<file path="config.mk">
export PLATFORM = sky130hd
export DESIGN_NAME = rgb_led_strip_pwm_encoder_flat
export DESIGN_NICKNAME = d
export VERILOG_FILES = /design/src/hdl/ledpwm_pkg.sv /design/src/hdl/ledpwm_cmd_if.sv /design/src/hdl/ledpwm_slot_if.sv /design/src/hdl/rgb_led_strip_pwm_encoder.sv /design/src/flat_wrapper.sv
export SDC_FILE = /design/constraint.sdc
export NUM_CORES = 1
export LEC_CHECK = 0
export BUFFER_PORTS_ARGS = -buffer_cell sky130_fd_sc_hd__buf_2
export CORE_MARGIN = 2
export CORE_UTILIZATION = 62
export CTS_CLUSTER_SIZE = 28
export DETAILED_ROUTE_END_ITERATION = 8
export MAX_ROUTING_LAYER = met4
export PLACE_DENSITY = 0.79
export SYNTH_ARGS = -nofsm -noshare
export SYNTH_HDL_FRONTEND = slang
export SYNTH_SLANG_ARGS = --single-unit
</file>
<file path="constraint.sdc">
create_clock -name clk -period 4.95 [get_ports clk]
set_clock_uncertainty 0.05 [all_clocks]
set_input_delay 0.495 -clock clk [delete_from_list [all_inputs] [get_ports clk]]
set_output_delay 0.495 -clock clk [all_outputs]
set_load 0.1 [all_outputs]
</file>
<file path="src/hdl/ledpwm_pkg.sv">
`timescale 1ns / 1ps

package ledpwm_pkg;

  // strip geometry
  localparam int MAX_PIXELS = 32;
  localparam int PIX_W      = $clog2(MAX_PIXELS);
  localparam int COLOR_W    = 24;
  localparam int BIT_W      = 5;
  localparam logic [BIT_W-1:0] BIT_TOP = BIT_W'(COLOR_W - 1);

  // field widths
  localparam int DUTY_W  = 16;
  localparam int COUNT_W = 6;
  localparam int SLOTS_W = 8;
  localparam int INDEX_W = 5;
  localparam int CHAN_W  = 8;

  // configuration port
  localparam int APB_DW = 32;
  localparam int APB_AW = 4;

  // register reset values
  localparam logic [DUTY_W-1:0]  ONE_DUTY_RST    = 16'd58;
  localparam logic [DUTY_W-1:0]  ZERO_DUTY_RST   = 16'd29;
  localparam logic [COUNT_W-1:0] PIXEL_COUNT_RST = 6'd30;
  localparam logic [SLOTS_W-1:0] RESET_SLOTS_RST = 8'd80;

  // register indexes
  typedef enum logic [1:0] {
    REG_ONE_DUTY    = 2'd0,
    REG_ZERO_DUTY   = 2'd1,
    REG_PIXEL_COUNT = 2'd2,
    REG_RESET_SLOTS = 2'd3
  } reg_idx_t;

  // command opcodes
  typedef enum logic [1:0] {
    OP_WRITE   = 2'd0,
    OP_FILL    = 2'd1,
    OP_REFRESH = 2'd2,
    OP_TICK    = 2'd3
  } opcode_t;

  // refresh sequencer phase
  typedef enum logic [2:0] {
    PH_IDLE  = 3'b001,
    PH_DATA  = 3'b010,
    PH_LATCH = 3'b100
  } phase_t;

endpackage

</file>
<file path="src/hdl/ledpwm_cmd_if.sv">
`timescale 1ns / 1ps

interface ledpwm_cmd_if;
  logic                            valid;
  logic                            ready;
  logic [1:0]                      opcode;
  logic [ledpwm_pkg::INDEX_W-1:0]  pixel_index;
  logic [ledpwm_pkg::CHAN_W-1:0]   red;
  logic [ledpwm_pkg::CHAN_W-1:0]   green;
  logic [ledpwm_pkg::CHAN_W-1:0]   blue;

  modport source (output valid, opcode, pixel_index, red, green, blue, input ready);
  modport sink (input valid, opcode, pixel_index, red, green, blue, output ready);
endinterface

</file>
<file path="src/hdl/ledpwm_slot_if.sv">
`timescale 1ns / 1ps

interface ledpwm_slot_if;
  logic                           valid;
  logic                           ready;
  logic [ledpwm_pkg::DUTY_W-1:0]  duty;
  logic                           slot_valid;
  logic                           frame_done;
  logic                           busy_res;
  logic                           rejected;

  modport source (output valid, duty, slot_valid, frame_done, busy_res, rejected,
                  input ready);
  modport sink (input valid, duty, slot_valid, frame_done, busy_res, rejected,
                output ready);
endinterface

</file>
<file path="src/hdl/rgb_led_strip_pwm_encoder.sv">
`timescale 1ns / 1ps

// result: each transferred command's result is captured in the output register
// throughput: one command per cycle; ready holds while the output register is free
// or being taken in the same cycle, set by the single state update per command
// reset: clears the pixel store, the refresh sequencer and the valid flag of the output register,
// and loads the duty, pixel count and latch slot registers with their defaults
module rgb_led_strip_pwm_encoder (
  input  logic                            clk,
  input  logic                            rst,
  ledpwm_cmd_if.sink                      cmd,
  ledpwm_slot_if.source                   slot,
  input  logic                            psel,
  input  logic                            penable,
  input  logic                            pwrite,
  input  logic [ledpwm_pkg::APB_AW-1:0]   paddr,
  input  logic [ledpwm_pkg::APB_DW-1:0]   pwdata,
  output logic [ledpwm_pkg::APB_DW-1:0]   prdata,
  output logic                            pready
);
  import ledpwm_pkg::*;

  // configuration registers
  logic [DUTY_W-1:0]  one_duty;
  logic [DUTY_W-1:0]  zero_duty;
  logic [COUNT_W-1:0] pixel_count;
  logic [SLOTS_W-1:0] reset_slots;

  // pixel store and sequencer state
  logic [COLOR_W-1:0] pixel_store [MAX_PIXELS];
  logic [PIX_W-1:0]   pixel_position, pixel_position_next;
  logic [BIT_W-1:0]   bit_position, bit_position_next;
  logic [SLOTS_W-1:0] latch_count, latch_count_next;
  phase_t             phase, phase_next;

  // output register
  logic               res_valid;
  logic [DUTY_W-1:0]  res_duty;
  logic               res_slot_valid;
  logic               res_frame_done;
  logic               res_busy;
  logic               res_rejected;

  logic               take;
  logic               cfg_write;
  reg_idx_t           cfg_idx;
  opcode_t            op;
  logic [COLOR_W-1:0] color;
  logic               busy;
  logic               store_write;
  logic               store_fill;
  logic [COLOR_W-1:0] word;
  logic [31:0]        word_ext;
  logic [COUNT_W-1:0] eff_count;
  logic [COUNT_W-1:0] pos_plus;
  logic [SLOTS_W:0]   latch_plus;
  logic [DUTY_W-1:0]  duty_c;
  logic               valid_c;
  logic               done_c;
  logic               rej_c;

  assign take      = cmd.valid && cmd.ready;
  assign cmd.ready = !res_valid || slot.ready;
  assign op        = opcode_t'(cmd.opcode);
  assign color     = {cmd.green, cmd.red, cmd.blue};
  assign busy      = (phase != PH_IDLE);

  // configuration port
  assign pready    = 1'b1;
  assign cfg_write = psel && penable && pwrite && pready;
  assign cfg_idx   = reg_idx_t'(paddr[3:2]);

  always_ff @(posedge clk) begin
    if (rst) begin
      one_duty    <= ONE_DUTY_RST;
      zero_duty   <= ZERO_DUTY_RST;
      pixel_count <= PIXEL_COUNT_RST;
      reset_slots <= RESET_SLOTS_RST;
    end else if (cfg_write) begin
      unique case (cfg_idx)
        REG_ONE_DUTY:    one_duty    <= pwdata[DUTY_W-1:0];
        REG_ZERO_DUTY:   zero_duty   <= pwdata[DUTY_W-1:0];
        REG_PIXEL_COUNT: pixel_count <= pwdata[COUNT_W-1:0];
        REG_RESET_SLOTS: reset_slots <= pwdata[SLOTS_W-1:0];
      endcase
    end
  end

  always_comb begin
    unique case (cfg_idx)
      REG_ONE_DUTY:    prdata = APB_DW'(one_duty);
      REG_ZERO_DUTY:   prdata = APB_DW'(zero_duty);
      REG_PIXEL_COUNT: prdata = APB_DW'(pixel_count);
      REG_RESET_SLOTS: prdata = APB_DW'(reset_slots);
    endcase
  end

  // pixel count clamped to one..MAX_PIXELS
  always_comb begin
    if (pixel_count > COUNT_W'(MAX_PIXELS)) begin
      eff_count = COUNT_W'(MAX_PIXELS);
    end else if (pixel_count == '0) begin
      eff_count = COUNT_W'(1);
    end else begin
      eff_count = pixel_count;
    end
  end

  // current pixel word, bits above the color read as zero
  assign word       = (int'(pixel_position) < MAX_PIXELS) ? pixel_store[pixel_position] : '0;
  assign word_ext   = {(32 - COLOR_W)'(0), word};
  assign pos_plus   = COUNT_W'(pixel_position) + COUNT_W'(1);
  assign latch_plus = {1'b0, latch_count} + (SLOTS_W + 1)'(1);

  // command decode and sequencer step
  always_comb begin
    phase_next          = phase;
    pixel_position_next = pixel_position;
    bit_position_next   = bit_position;
    latch_count_next    = latch_count;
    duty_c              = '0;
    valid_c             = 1'b0;
    done_c              = 1'b0;
    rej_c               = 1'b0;
    store_write         = 1'b0;
    store_fill          = 1'b0;
    if (op != OP_TICK) begin
      if (busy) begin
        rej_c = 1'b1;
      end else begin
        unique case (op)
          OP_WRITE:   store_write = (int'(cmd.pixel_index) < MAX_PIXELS);
          OP_FILL:    store_fill  = 1'b1;
          OP_REFRESH: begin
            phase_next          = PH_DATA;
            pixel_position_next = '0;
            bit_position_next   = BIT_TOP;
            latch_count_next    = '0;
          end
          OP_TICK:    ;
        endcase
      end
    end else begin
      unique case (phase)
        PH_DATA: begin
          duty_c  = word_ext[bit_position] ? one_duty : zero_duty;
          valid_c = 1'b1;
          if (bit_position == '0 || bit_position > BIT_TOP) begin
            bit_position_next = BIT_TOP;
            if (pos_plus >= eff_count) begin
              pixel_position_next = '0;
              latch_count_next    = '0;
              if (reset_slots == '0) begin
                phase_next = PH_IDLE;
                done_c     = 1'b1;
              end else begin
                phase_next = PH_LATCH;
              end
            end else begin
              pixel_position_next = pos_plus[PIX_W-1:0];
            end
          end else begin
            bit_position_next = bit_position - BIT_W'(1);
          end
        end
        PH_LATCH: begin
          valid_c = 1'b1;
          if (latch_plus >= {1'b0, reset_slots}) begin
            latch_count_next = '0;
            phase_next       = PH_IDLE;
            done_c           = 1'b1;
          end else begin
            latch_count_next = latch_plus[SLOTS_W-1:0];
          end
        end
        PH_IDLE: ;
        default: ;
      endcase
    end
  end

  // sequencer state
  always_ff @(posedge clk) begin
    if (rst) begin
      phase          <= PH_IDLE;
      pixel_position <= '0;
      bit_position   <= BIT_TOP;
      latch_count    <= '0;
    end else if (take) begin
      phase          <= phase_next;
      pixel_position <= pixel_position_next;
      bit_position   <= bit_position_next;
      latch_count    <= latch_count_next;
    end
  end

  // pixel store: single write, or fill of every entry
  always_ff @(posedge clk) begin
    if (rst) begin
      for (int i = 0; i < MAX_PIXELS; i++) begin
        pixel_store[i] <= '0;
      end
    end else if (take && store_fill) begin
      for (int i = 0; i < MAX_PIXELS; i++) begin
        pixel_store[i] <= color;
      end
    end else if (take && store_write) begin
      pixel_store[cmd.pixel_index[PIX_W-1:0]] <= color;
    end
  end

  // output register
  always_ff @(posedge clk) begin
    if (rst) begin
      res_valid <= 1'b0;
    end else if (take) begin
      res_valid <= 1'b1;
    end else if (slot.ready) begin
      res_valid <= 1'b0;
    end
  end

  always_ff @(posedge clk) begin
    if (take) begin
      res_duty       <= duty_c;
      res_slot_valid <= valid_c;
      res_frame_done <= done_c;
      res_busy       <= (phase_next != PH_IDLE);
      res_rejected   <= rej_c;
    end
  end

  assign slot.valid      = res_valid;
  assign slot.duty       = res_duty;
  assign slot.slot_valid = res_slot_valid;
  assign slot.frame_done = res_frame_done;
  assign slot.busy_res   = res_busy;
  assign slot.rejected   = res_rejected;

  // a data slot never points past the top color bit
  a_bit_range: assert property (@(posedge clk) disable iff (rst)
    phase == PH_DATA |-> bit_position <= BIT_TOP)
    else $error("bit position out of range during data phase");

  // a refresh accepted while idle starts the data phase
  a_refresh_start: assert property (@(posedge clk) disable iff (rst)
    take && op == OP_REFRESH && phase == PH_IDLE |=> phase == PH_DATA)
    else $error("refresh did not start the data phase");

  // a result is never both a slot and a refusal
  a_slot_or_reject: assert property (@(posedge clk) disable iff (rst)
    res_valid |-> !(res_slot_valid && res_rejected))
    else $error("result marked as slot and rejected");

  // end of frame leaves the sequencer idle
  a_done_idle: assert property (@(posedge clk) disable iff (rst)
    take && done_c |=> phase == PH_IDLE && !res_busy)
    else $error("frame done but sequencer still busy");

  // latch phase runs with the pixel pointer parked at zero
  a_latch_pos: assert property (@(posedge clk) disable iff (rst)
    phase == PH_LATCH |-> pixel_position == '0)
    else $error("pixel pointer not cleared in latch phase");

endmodule
</file>
<file path="src/flat_wrapper.sv">
// flat-port wrapper written by rule: the top's interface ports become plain ports
module rgb_led_strip_pwm_encoder_flat import ledpwm_pkg::*;
  (clk, rst, psel, penable, pwrite, paddr, pwdata, prdata, pready, cmd_valid, cmd_opcode, cmd_pixel_index, cmd_red, cmd_green, cmd_blue, cmd_ready, slot_valid, slot_duty, slot_slot_valid, slot_frame_done, slot_busy_res, slot_rejected, slot_ready);
  ledpwm_cmd_if cmd_i ();
  ledpwm_slot_if slot_i ();
  input  logic clk;
  input  logic rst;
  input  logic psel;
  input  logic penable;
  input  logic pwrite;
  input  logic [ledpwm_pkg::APB_AW-1:0] paddr;
  input  logic [ledpwm_pkg::APB_DW-1:0] pwdata;
  output logic [ledpwm_pkg::APB_DW-1:0] prdata;
  output logic pready;
  input wire logic [$bits(cmd_i.valid)-1:0] cmd_valid;
  input wire logic [$bits(cmd_i.opcode)-1:0] cmd_opcode;
  input wire logic [$bits(cmd_i.pixel_index)-1:0] cmd_pixel_index;
  input wire logic [$bits(cmd_i.red)-1:0] cmd_red;
  input wire logic [$bits(cmd_i.green)-1:0] cmd_green;
  input wire logic [$bits(cmd_i.blue)-1:0] cmd_blue;
  output wire logic [$bits(cmd_i.ready)-1:0] cmd_ready;
  output wire logic [$bits(slot_i.valid)-1:0] slot_valid;
  output wire logic [$bits(slot_i.duty)-1:0] slot_duty;
  output wire logic [$bits(slot_i.slot_valid)-1:0] slot_slot_valid;
  output wire logic [$bits(slot_i.frame_done)-1:0] slot_frame_done;
  output wire logic [$bits(slot_i.busy_res)-1:0] slot_busy_res;
  output wire logic [$bits(slot_i.rejected)-1:0] slot_rejected;
  input wire logic [$bits(slot_i.ready)-1:0] slot_ready;
  assign cmd_i.valid = cmd_valid;
  assign cmd_i.opcode = cmd_opcode;
  assign cmd_i.pixel_index = cmd_pixel_index;
  assign cmd_i.red = cmd_red;
  assign cmd_i.green = cmd_green;
  assign cmd_i.blue = cmd_blue;
  assign cmd_ready = cmd_i.ready;
  assign slot_valid = slot_i.valid;
  assign slot_duty = slot_i.duty;
  assign slot_slot_valid = slot_i.slot_valid;
  assign slot_frame_done = slot_i.frame_done;
  assign slot_busy_res = slot_i.busy_res;
  assign slot_rejected = slot_i.rejected;
  assign slot_i.ready = slot_ready;
  rgb_led_strip_pwm_encoder u_core (.clk(clk), .rst(rst), .cmd(cmd_i), .slot(slot_i), .psel(psel), .penable(penable), .pwrite(pwrite), .paddr(paddr), .pwdata(pwdata), .prdata(prdata), .pready(pready));
endmodule
</file>
Yosys cells after proc, flatten, opt, wreduce, memory -nomap -nowiden:

Memory sizes are Yosys's and may differ from the RTL's. A register that Yosys moved wholly into a read port is not among the register bits.
Index checks and enable logic that the tools add are counted.

* $lt $le $gt $ge: 5
* reductions and logical operators: 27
* add/subtract/negate cells: 3
* eq/ne operators: 14
* mux-type cells: 93
* bitwise gates (word level): 33

Operator list (count)
* $mux W24: 33
* $pmux W32 S4: 1
* $mux W5: 14
* $mux W8: 6
* $or A1 B1 Y1: 32
* $mux W1: 25
* $reduce_or A24 Y1: 1
* $mux W3: 7
* $mux W16: 1
* $pmux W8 S2: 1
* $mux W6: 2
* $ne A3 B1 Y1 const B: 4
* $add A8 B1 Y9 const B: 1
* $ge A9 B8 Y1: 1
* $logic_not A8 Y1: 1
* $reduce_and A2 Y1: 4
* $add A5 B1 Y6 const B: 1
* $eq A2 B2 Y1 const B: 3
* $ge A6 B6 Y1: 1
* $gt A6 B6 Y1 const B: 1
* $logic_not A6 Y1: 1
* $lt A5 B6 Y1 const B: 1
* $ne A2 B2 Y1 const B: 3
* $pmux W3 S2: 1
* 19 further kinds: 29

* memories kept: 1
* register bits after elaboration: 88
* logic and storage cells: 190
* bits in writable memories: 768

Memory list
* u_core.pixel_store: depth 32, width 24, read ports 1, clocked after Yosys merged registers in 1, write ports 32, RTL line rgb_led_strip_pwm_encoder.sv:30 `logic [COLOR_W-1:0] pixel_store [MAX_PIXELS];`

Depth between registers and ports, before layout:

Gate-level depths: netlist of run 1.

* depth after elaboration: 11
* mapped depth: 18

Least setup slack after synthesis of run 1:

No wires, ideal clock.

* path kind: register to register
* start point: reg u_core.res_valid, in the netlist u_core.slot.valid
* end point: mem u_core.pixel_store[10][0], enable pin
* period minus slack after synthesis: 5.338 ns
* data arrival time: 4.849 ns
* slack: -0.388 ns
* cell stages (with the launch flop): 8
* path buffers: 0
* library setup time: 0.439 ns
* path through: dfxtp_1 -> nand2b_1 -> nand2_1 -> nor4_1 -> nor2b_1 -> nor3b_1 -> nand3b_1 -> o21ai_0

RTL lines
* from (decl): RTL line rgb_led_strip_pwm_encoder.sv:37 `logic res_valid;`
* from (signal assigned): RTL line rgb_led_strip_pwm_encoder.sv:215 `res_valid <= 1'b0;`
* from (signal assigned): RTL line rgb_led_strip_pwm_encoder.sv:217 `res_valid <= 1'b1;`
* from (signal assigned): RTL line rgb_led_strip_pwm_encoder.sv:219 `res_valid <= 1'b0;`
* to (decl): RTL line rgb_led_strip_pwm_encoder.sv:30

==> results.json, run 1 <==
{
  "grt_use_total_pct": 32.8,
  "cts.repair.resized": 0,
  "hold_viol": 0,
  "ys_types": 64,
  "grt_pass1_wl_um": 145000,
  "rrSetupSlack_ns": 0.52,
  "fillerInstances": 3750,
  "drt_wl_total_um": 99100,
  "final.min_clock_period_ns": 4.43,
  "core_area_mm2": 0.0604,
  "ys_seq_area_share_pct": 66.4,
  "clock_latency_ns": 0.63,
  "async_reset_ff_share_pct": 0,
  "avgSynthCellArea_um2": 15.6,
  "grt_max_degree": 80,
  "gp_congestion": 0.930,
  "nNetsFinal": 2638,
  "slew_viol_final": 0,
  "tightest_slew_ns": 1.17,
  "r2r_end": "u_core.slot.duty[8]",
  "max_freq_ghz": 0.226,
  "comb_power_share_pct": 6.8,
  "cts_sinks": 861,
  "num_io_pins": 129,
  "post_cts_buffers": 0,
  "portBuffers": 93,
  "drc": 0,
  "slew_headroom_pct": 21.5,
  "yosysWarnings": 0,
  "antenna_found_initial": 3,
  "p_sw_share_pct": 22.6,
  "min-delay-path-class": "in2reg",
  "worstSetupEndpointType": "flip-flop",
  "path_max_fanout": 38,
  "die_w_um": 251,
  "startpoint_type": "flip-flop",
  "status": "complete, no violations",
  "grt_remaining_overflow": 0,
  "synth_ff_type": "edfxtp_1",
  "postPlaceCellArea_mm2": 0.0394,
  "first_iter_violations": 3348,
  "place_ws_ns": 0.618,
  "timing.final.crit_share_pct": 89.5,
  "required_ns": 5.26,
  "grt_pass1_vias": 22600,
  "vias": 22600,
  "die_area_mm2": 0.0630,
  "area_growth_pct": 11.2,
  "synthCells": 2433,
  "netlist_area_mm2": 0.0379,
  "synth_seq_cells": 861,
  "arrival_ns": 4.74,
  "p_int_mw": 12.3,
  "endpoint": "u_core.slot.duty[8]",
  "p_per_area_mw_per_mm2": 379,
  "num_rows": 90,
  "rsz0062_at_grt": "false",
  "p_leak_nw": 14.9,
  "die_h_um": 251,
  "power.switching_mw": 3.61,
  "total_power_mw": 16.0,
  "initial_core_util_pct": 62.7,
  "setup_slack_ns": 0.520,
  "numCtsBuffers": 85,
  "critPathKind": "reg2reg",
  "cts_tree": "done",
  "via_per_inst": 6.66,
  "design_area_mm2": 0.0421,
  "cts-root-buf": "clkbuf_16",
  "maxCapViolations": 0,
  "wl_per_cell_um": 29.2,
  "rr_worst_depth": 13,
  "h-tree-depth": 3,
  "dr.pass1.iters": 8,
  "ir_drop_uv": 371,
  "synth_edf_count": 788,
  "drtAntennaViolNets": 0,
  "pwr-share-seq_pct": 53.4,
  "hpwl_um": 57500,
  "clockBufferDepth": 3,
  "clkPwrFrac_pct": 39.8,
  "drive_above_1_share_pct": 21.1,
  "cts_hold_buf": 0,
  "clkTransAtPathRegs_ns": 0.06,
  "finalSetupViolCount": 0
}
## cells in the final DEF, fill, tap and decap left out, types with 20 or more instances in the layout
cell	n
clkbuf_1	21
and2_1	219
buf_4	91
clkbuf_16	88
buf_2	93
nand2_1	198
nor2_1	66
dfxtp_1	69
nand3_1	33
edfxtp_1	788
a21oi_1	46
mux2i_1	88
o21ai_0	20
mux4_2	192
nor2b_1	263
## kinds of logic (layout without fill, tap and decap cells)
group / after synthesis / count (layout) / share of synthesized area (%)
simple gates: 862 / 862 / 12.4
flops: 861 / 861 / 66.4
mux: 287 / 287 / 14.0
buf+inv: 200 / 366 / 2.96
compound gates: 191 / 191 / 3.31
fa+ha+maj: 18 / 18 / 0.595
xor+xnor: 12 / 12 / 0.278
other cells: 2 / 19 / 0.0198
## final cells by class
type	count	area [µm²]	area share (%)
multi-input combinational	1387	11900	28.2
timing repair buffer	193	1330	3.16
clock inverter	46	428	1.02
clock buffer	109	2280	5.42
antenna	2	5.00	0.0119
sequential	861	25100	59.7
inverter	18	67.6	0.161
tap	782	978	2.33
## registers in the layout (all words and copies together), names as in the netlist, named ones only
signal / flops
u_core.bit_position: 5
u_core.pixel_position: 5
u_core.slot.busy_res: 1
u_core.pixel_store: 768
u_core.latch_count: 8
u_core.slot.frame_done: 1
u_core.slot.valid: 1
u_core.reset_slots: 8
u_core.one_duty: 16
u_core.slot.duty: 16
u_core.zero_duty: 16
u_core.pixel_count: 6
u_core.slot.rejected: 1
u_core.phase: 3
u_core.slot.slot_valid: 1
## per-stage QoR
stage	hold slack (ns)	util (%)	TNS (ns)	cells
6_report	0.0480	69.7	0	3398
5_1_grt	0.0563	69.7	0	3398
4_1_cts	0.0351	69.7	0	3396
3_5_place_dp	0.410	65.2	0	3241
3_3_place_gp	0.398	65.2	0	3241
2_1_floorplan	0.389	-	-37.21	2448
## layer usage
layer,GRT usage (%),vias up,wire length (µm)
met1,43.1,11400,36300
met4,13.8,0,4490
met5,-,-,0
met2,50.8,1588,47700
met3,6.52,296,10600
li1,-,9340,-
## worst min path at each step
| stage | slack (ns) | cells after the start | from | endpoint |
|---|---|---|---|---|
| after global placement | 0.40 | 2 | u_core.latch_count[4] | u_core.latch_count[4] |
| after CTS | 0.04 | 3 | cmd_valid | u_core.slot.valid |
| after global routing | 0.06 | 3 | pwdata[8] | u_core.one_duty[8] |
| final | 0.05 | 3 | cmd_valid | u_core.slot.valid |
| after detailed placement | 0.41 | 2 | u_core.latch_count[4] | u_core.latch_count[4] |
| after floorplan | 0.39 | 2 | u_core.latch_count[4] | u_core.latch_count[4] |
## power by group through the flow
stage	clock [mW]	sequential, mW	combinational [mW]
2_1_floorplan	0	8.69	0.610
3_3_place_gp	0	8.63	1.04
3_5_place_dp	0	8.67	1.07
4_1_cts	6.37	8.52	1.07
5_1_grt	6.64	8.55	1.12
6_report	6.34	8.52	1.09
## worst max-delay path, cell delays in order, from the launching register on
cell	delay [ns]
dfxtp_4	0.93
buf_4	0.38
mux4_2	0.25
nand2_1	0.10
a2111oi_0	0.73
buf_4	0.23
a211o_1	0.10
nor4_1	0.06
a31o_1	0.18
a211o_1	0.32
a32oi_4	0.25
buf_12	0.22
mux2i_1	0.22
nor2_1	0.05
## Yosys cell counts, types with 8 or more instances
cell	number	share of area (%)
a31oi_1	13	0.21
nor2b_1	263	4.3
nor2_1	70	0.69
buf_2	26	0.34
a211oi_1	13	0.26
mux2i_1	88	2.3
a22oi_1	11	0.22
a211o_1	8	0.19
buf_4	25	0.50
inv_1	16	0.16
a21o_1	8	0.16
a21oi_1	50	0.66
and3_1	8	0.13
nand3b_1	11	0.22
and2_1	219	3.6
nand2b_1	17	0.28
clkbuf_1	101	1.0
o21ai_0	40	0.53
dfxtp_1	73	3.9
buf_6	12	0.36
mux4_2	192	11
ha_1	18	0.60
nor3_1	10	0.13
xnor2_1	8	0.19
nand2_1	198	2.0
edfxtp_1	788	63
nand3_1	33	0.44
(Power assumes the default switching activity.)
==> run 2: changes to the inputs <==
Clock period 4.95 ns to 4.2 ns, I/O delays scaled along.
==> run 2 against run 1 <==
Net effect: global-route usage up 0.72 points; clock power up 18%; non-clock buffer count up 43; register-to-register slack worse by 0.25 ns; sequential share of layout area down 0.61 points; critical path depth down 2; combinational power up 20%; core utilization up 0.72 points; largest power group unchanged.
==> results.json, run 2 (synthesis results as in run 1) <==
{
  "status": "complete, no violations",
  "clockBufferDepth": 3,
  "setup_slack_ns": 0.267,
  "first_iter_violations": 3260,
  "slew_headroom_pct": 17.4,
  "die_area_mm2": 0.0630,
  "grt_use_total_pct": 33.5,
  "critPathKind": "reg2reg",
  "design_area_mm2": 0.0425,
  "drt_wl_total_um": 101000,
  "p_per_area_mw_per_mm2": 443,
  "num_io_pins": 129,
  "max_flop_register": "u_core.pixel_store",
  "grt_pass1_vias": 22900,
  "layout_common_cells": "788 x edfxtp_1, 263 x nor2b_1, 219 x and2_1, 198 x nand2_1, 192 x mux4_2",
  "p_leak_nw": 15.1,
  "h-tree-depth": 3,
  "num_rows": 90,
  "max_freq_ghz": 0.254,
  "ir_drop_uv": 588,
  "numCtsBuffers": 85,
  "antenna_found_initial": 1,
  "initial_core_util_pct": 62.7,
  "place_ws_ns": 0.154,
  "via_per_inst": 6.65,
  "required_ns": 4.51,
  "finalSetupTns_ns": 0,
  "drc": 0,
  "dr.pass1.iters": 8,
  "worstSetupEndpointType": "flip-flop",
  "cts.repair.resized": 0,
  "final_common_cell": "edfxtp_1",
  "maxCapViolations": 0,
  "hold_viol": 0,
  "worst-path-buf-inv": 3,
  "clock_latency_ns": 0.64,
  "cts_tree": "done",
  "nNetsFinal": 2681,
  "rsz0062_at_grt": "false",
  "tightest_slew_ns": 1.23,
  "grt_pass1_wl_um": 148000,
  "die_w_um": 251,
  "cts_sinks": 861,
  "slowest_stage": "dfxtp_4",
  "startpoint_type": "flip-flop",
  "die_h_um": 251,
  "final.min_clock_period_ns": 3.93,
  "cp_cell_sequence": "buf_12, buf_4, mux4_2, mux2i_1, a21oi_1, a211oi_1, a221o_1, a32oi_4, buf_12, mux2i_1, nor2_1",
  "finalSetupViolCount": 0,
  "slowest_delay_ns": 0.60,
  "drive_above_1_share_pct": 21.8,
  "timing.final.crit_share_pct": 93.7,
  "arrival_ns": 4.24,
  "largest_reg_flops": 768,
  "slew_viol_final": 0,
  "gp_congestion": 0.950,
  "hpwl_um": 60400,
  "clkTransAtPathRegs_ns": 0.07,
  "drtAntennaViolNets": 0,
  "cts-root-buf": "clkbuf_16",
  "wl_per_cell_um": 29.4,
  "vias": 22900,
  "core_area_mm2": 0.0604,
  "grt_max_degree": 79,
  "min-delay-path-class": "in2reg",
  "cp_top_family": "compound AO/OA/AOI/OAI gates",
  "postPlaceCellArea_mm2": 0.0396,
  "area_growth_pct": 12.3,
  "fillerInstances": 3780,
  "portBuffers": 93,
  "grt_remaining_overflow": 0,
  "path_max_fanout": 18
}
## run 2: cell count changes in the layout (fill, tap and decap cells not counted), sizes merged
cell         previous run  this run
clkinvlp                4         3
clkinv                 33        42
clkbuf                109        99
dlygate4sd3             0        15
inv                    20        21
bufinv                  7         8
diode                   2         1
buf                   193       221
## run 2: power breakdown
group / total [mW] / switching (mW) / leakage [nW] / internal (mW)
Combinational: 1.31 / 0.928 / 5.01 / 0.378
Clock: 7.47 / 3.24 / 1.31 / 4.23
Sequential: 10.1 / 0.148 / 8.77 / 9.91
Total: 18.8 / 4.32 / 15.1 / 14.5
## run 2: what timing repair did
item,CTS,global route
setup endpoints to repair,0,16
setup buffers,0,1
hold endpoints to repair,25,0
hold buffers,15,0
## run 2: final cells by class
cell class	count	area (µm²)	area share, %
antenna	1	2.50	0.00589
inverter	18	67.6	0.159
sequential	861	25100	59.1
clock buffer	99	2180	5.13
tap	782	978	2.30
clock inverter	56	538	1.27
timing repair buffer	236	1760	4.15
multi-input combinational	1387	11800	27.9
## run 2: stage by stage
step | power [mW] | hold WS, ns | util, % | instances
2_1_floorplan | 11.0 | 0.389 | - | 2448
3_3_place_gp | 11.4 | 0.398 | 65.6 | 3268
3_5_place_dp | 11.5 | 0.411 | 65.6 | 3268
4_1_cts | 18.8 | 0.00250 | 70.4 | 3438
5_1_grt | 19.3 | 0.0400 | 70.4 | 3440
6_report | 18.8 | 0.0254 | 70.4 | 3440
## run 2: path summary, 6_finish.rpt
path / end / start / cells after the start / slack (ns)
setup / recovery: u_core.slot.duty[5] / flip-flop / 11 / 0.27
setup reg to reg: u_core.slot.duty[5] / flip-flop / 11 / 0.27
hold reg to reg: u_core.latch_count[4] / u_core.latch_count[4] / 2 / 0.42
hold / removal: u_core.zero_duty[0] / pwdata[0] / 3 / 0.03
## run 2: worst register-to-register path: stages (launching register included)
cell and delay, ns:
dfxtp_4 0.60, buf_12 0.25, buf_4 0.29, mux4_2 0.53, mux2i_1 0.35, a21oi_1 0.15
a211oi_1 0.56, a221o_1 0.35, a32oi_4 0.09, buf_12 0.20, mux2i_1 0.19, nor2_1 0.06
## run 2: per-layer routing
metal  vias to the layer above  share of wire (%)  track usage, %
met1                     11500                 36            44.0
li1                       9422                  -               -
met3                       275                 11            6.28
met2                      1622                 49            52.6
met4                         0                4.4            13.5
met5                         -                  0               -
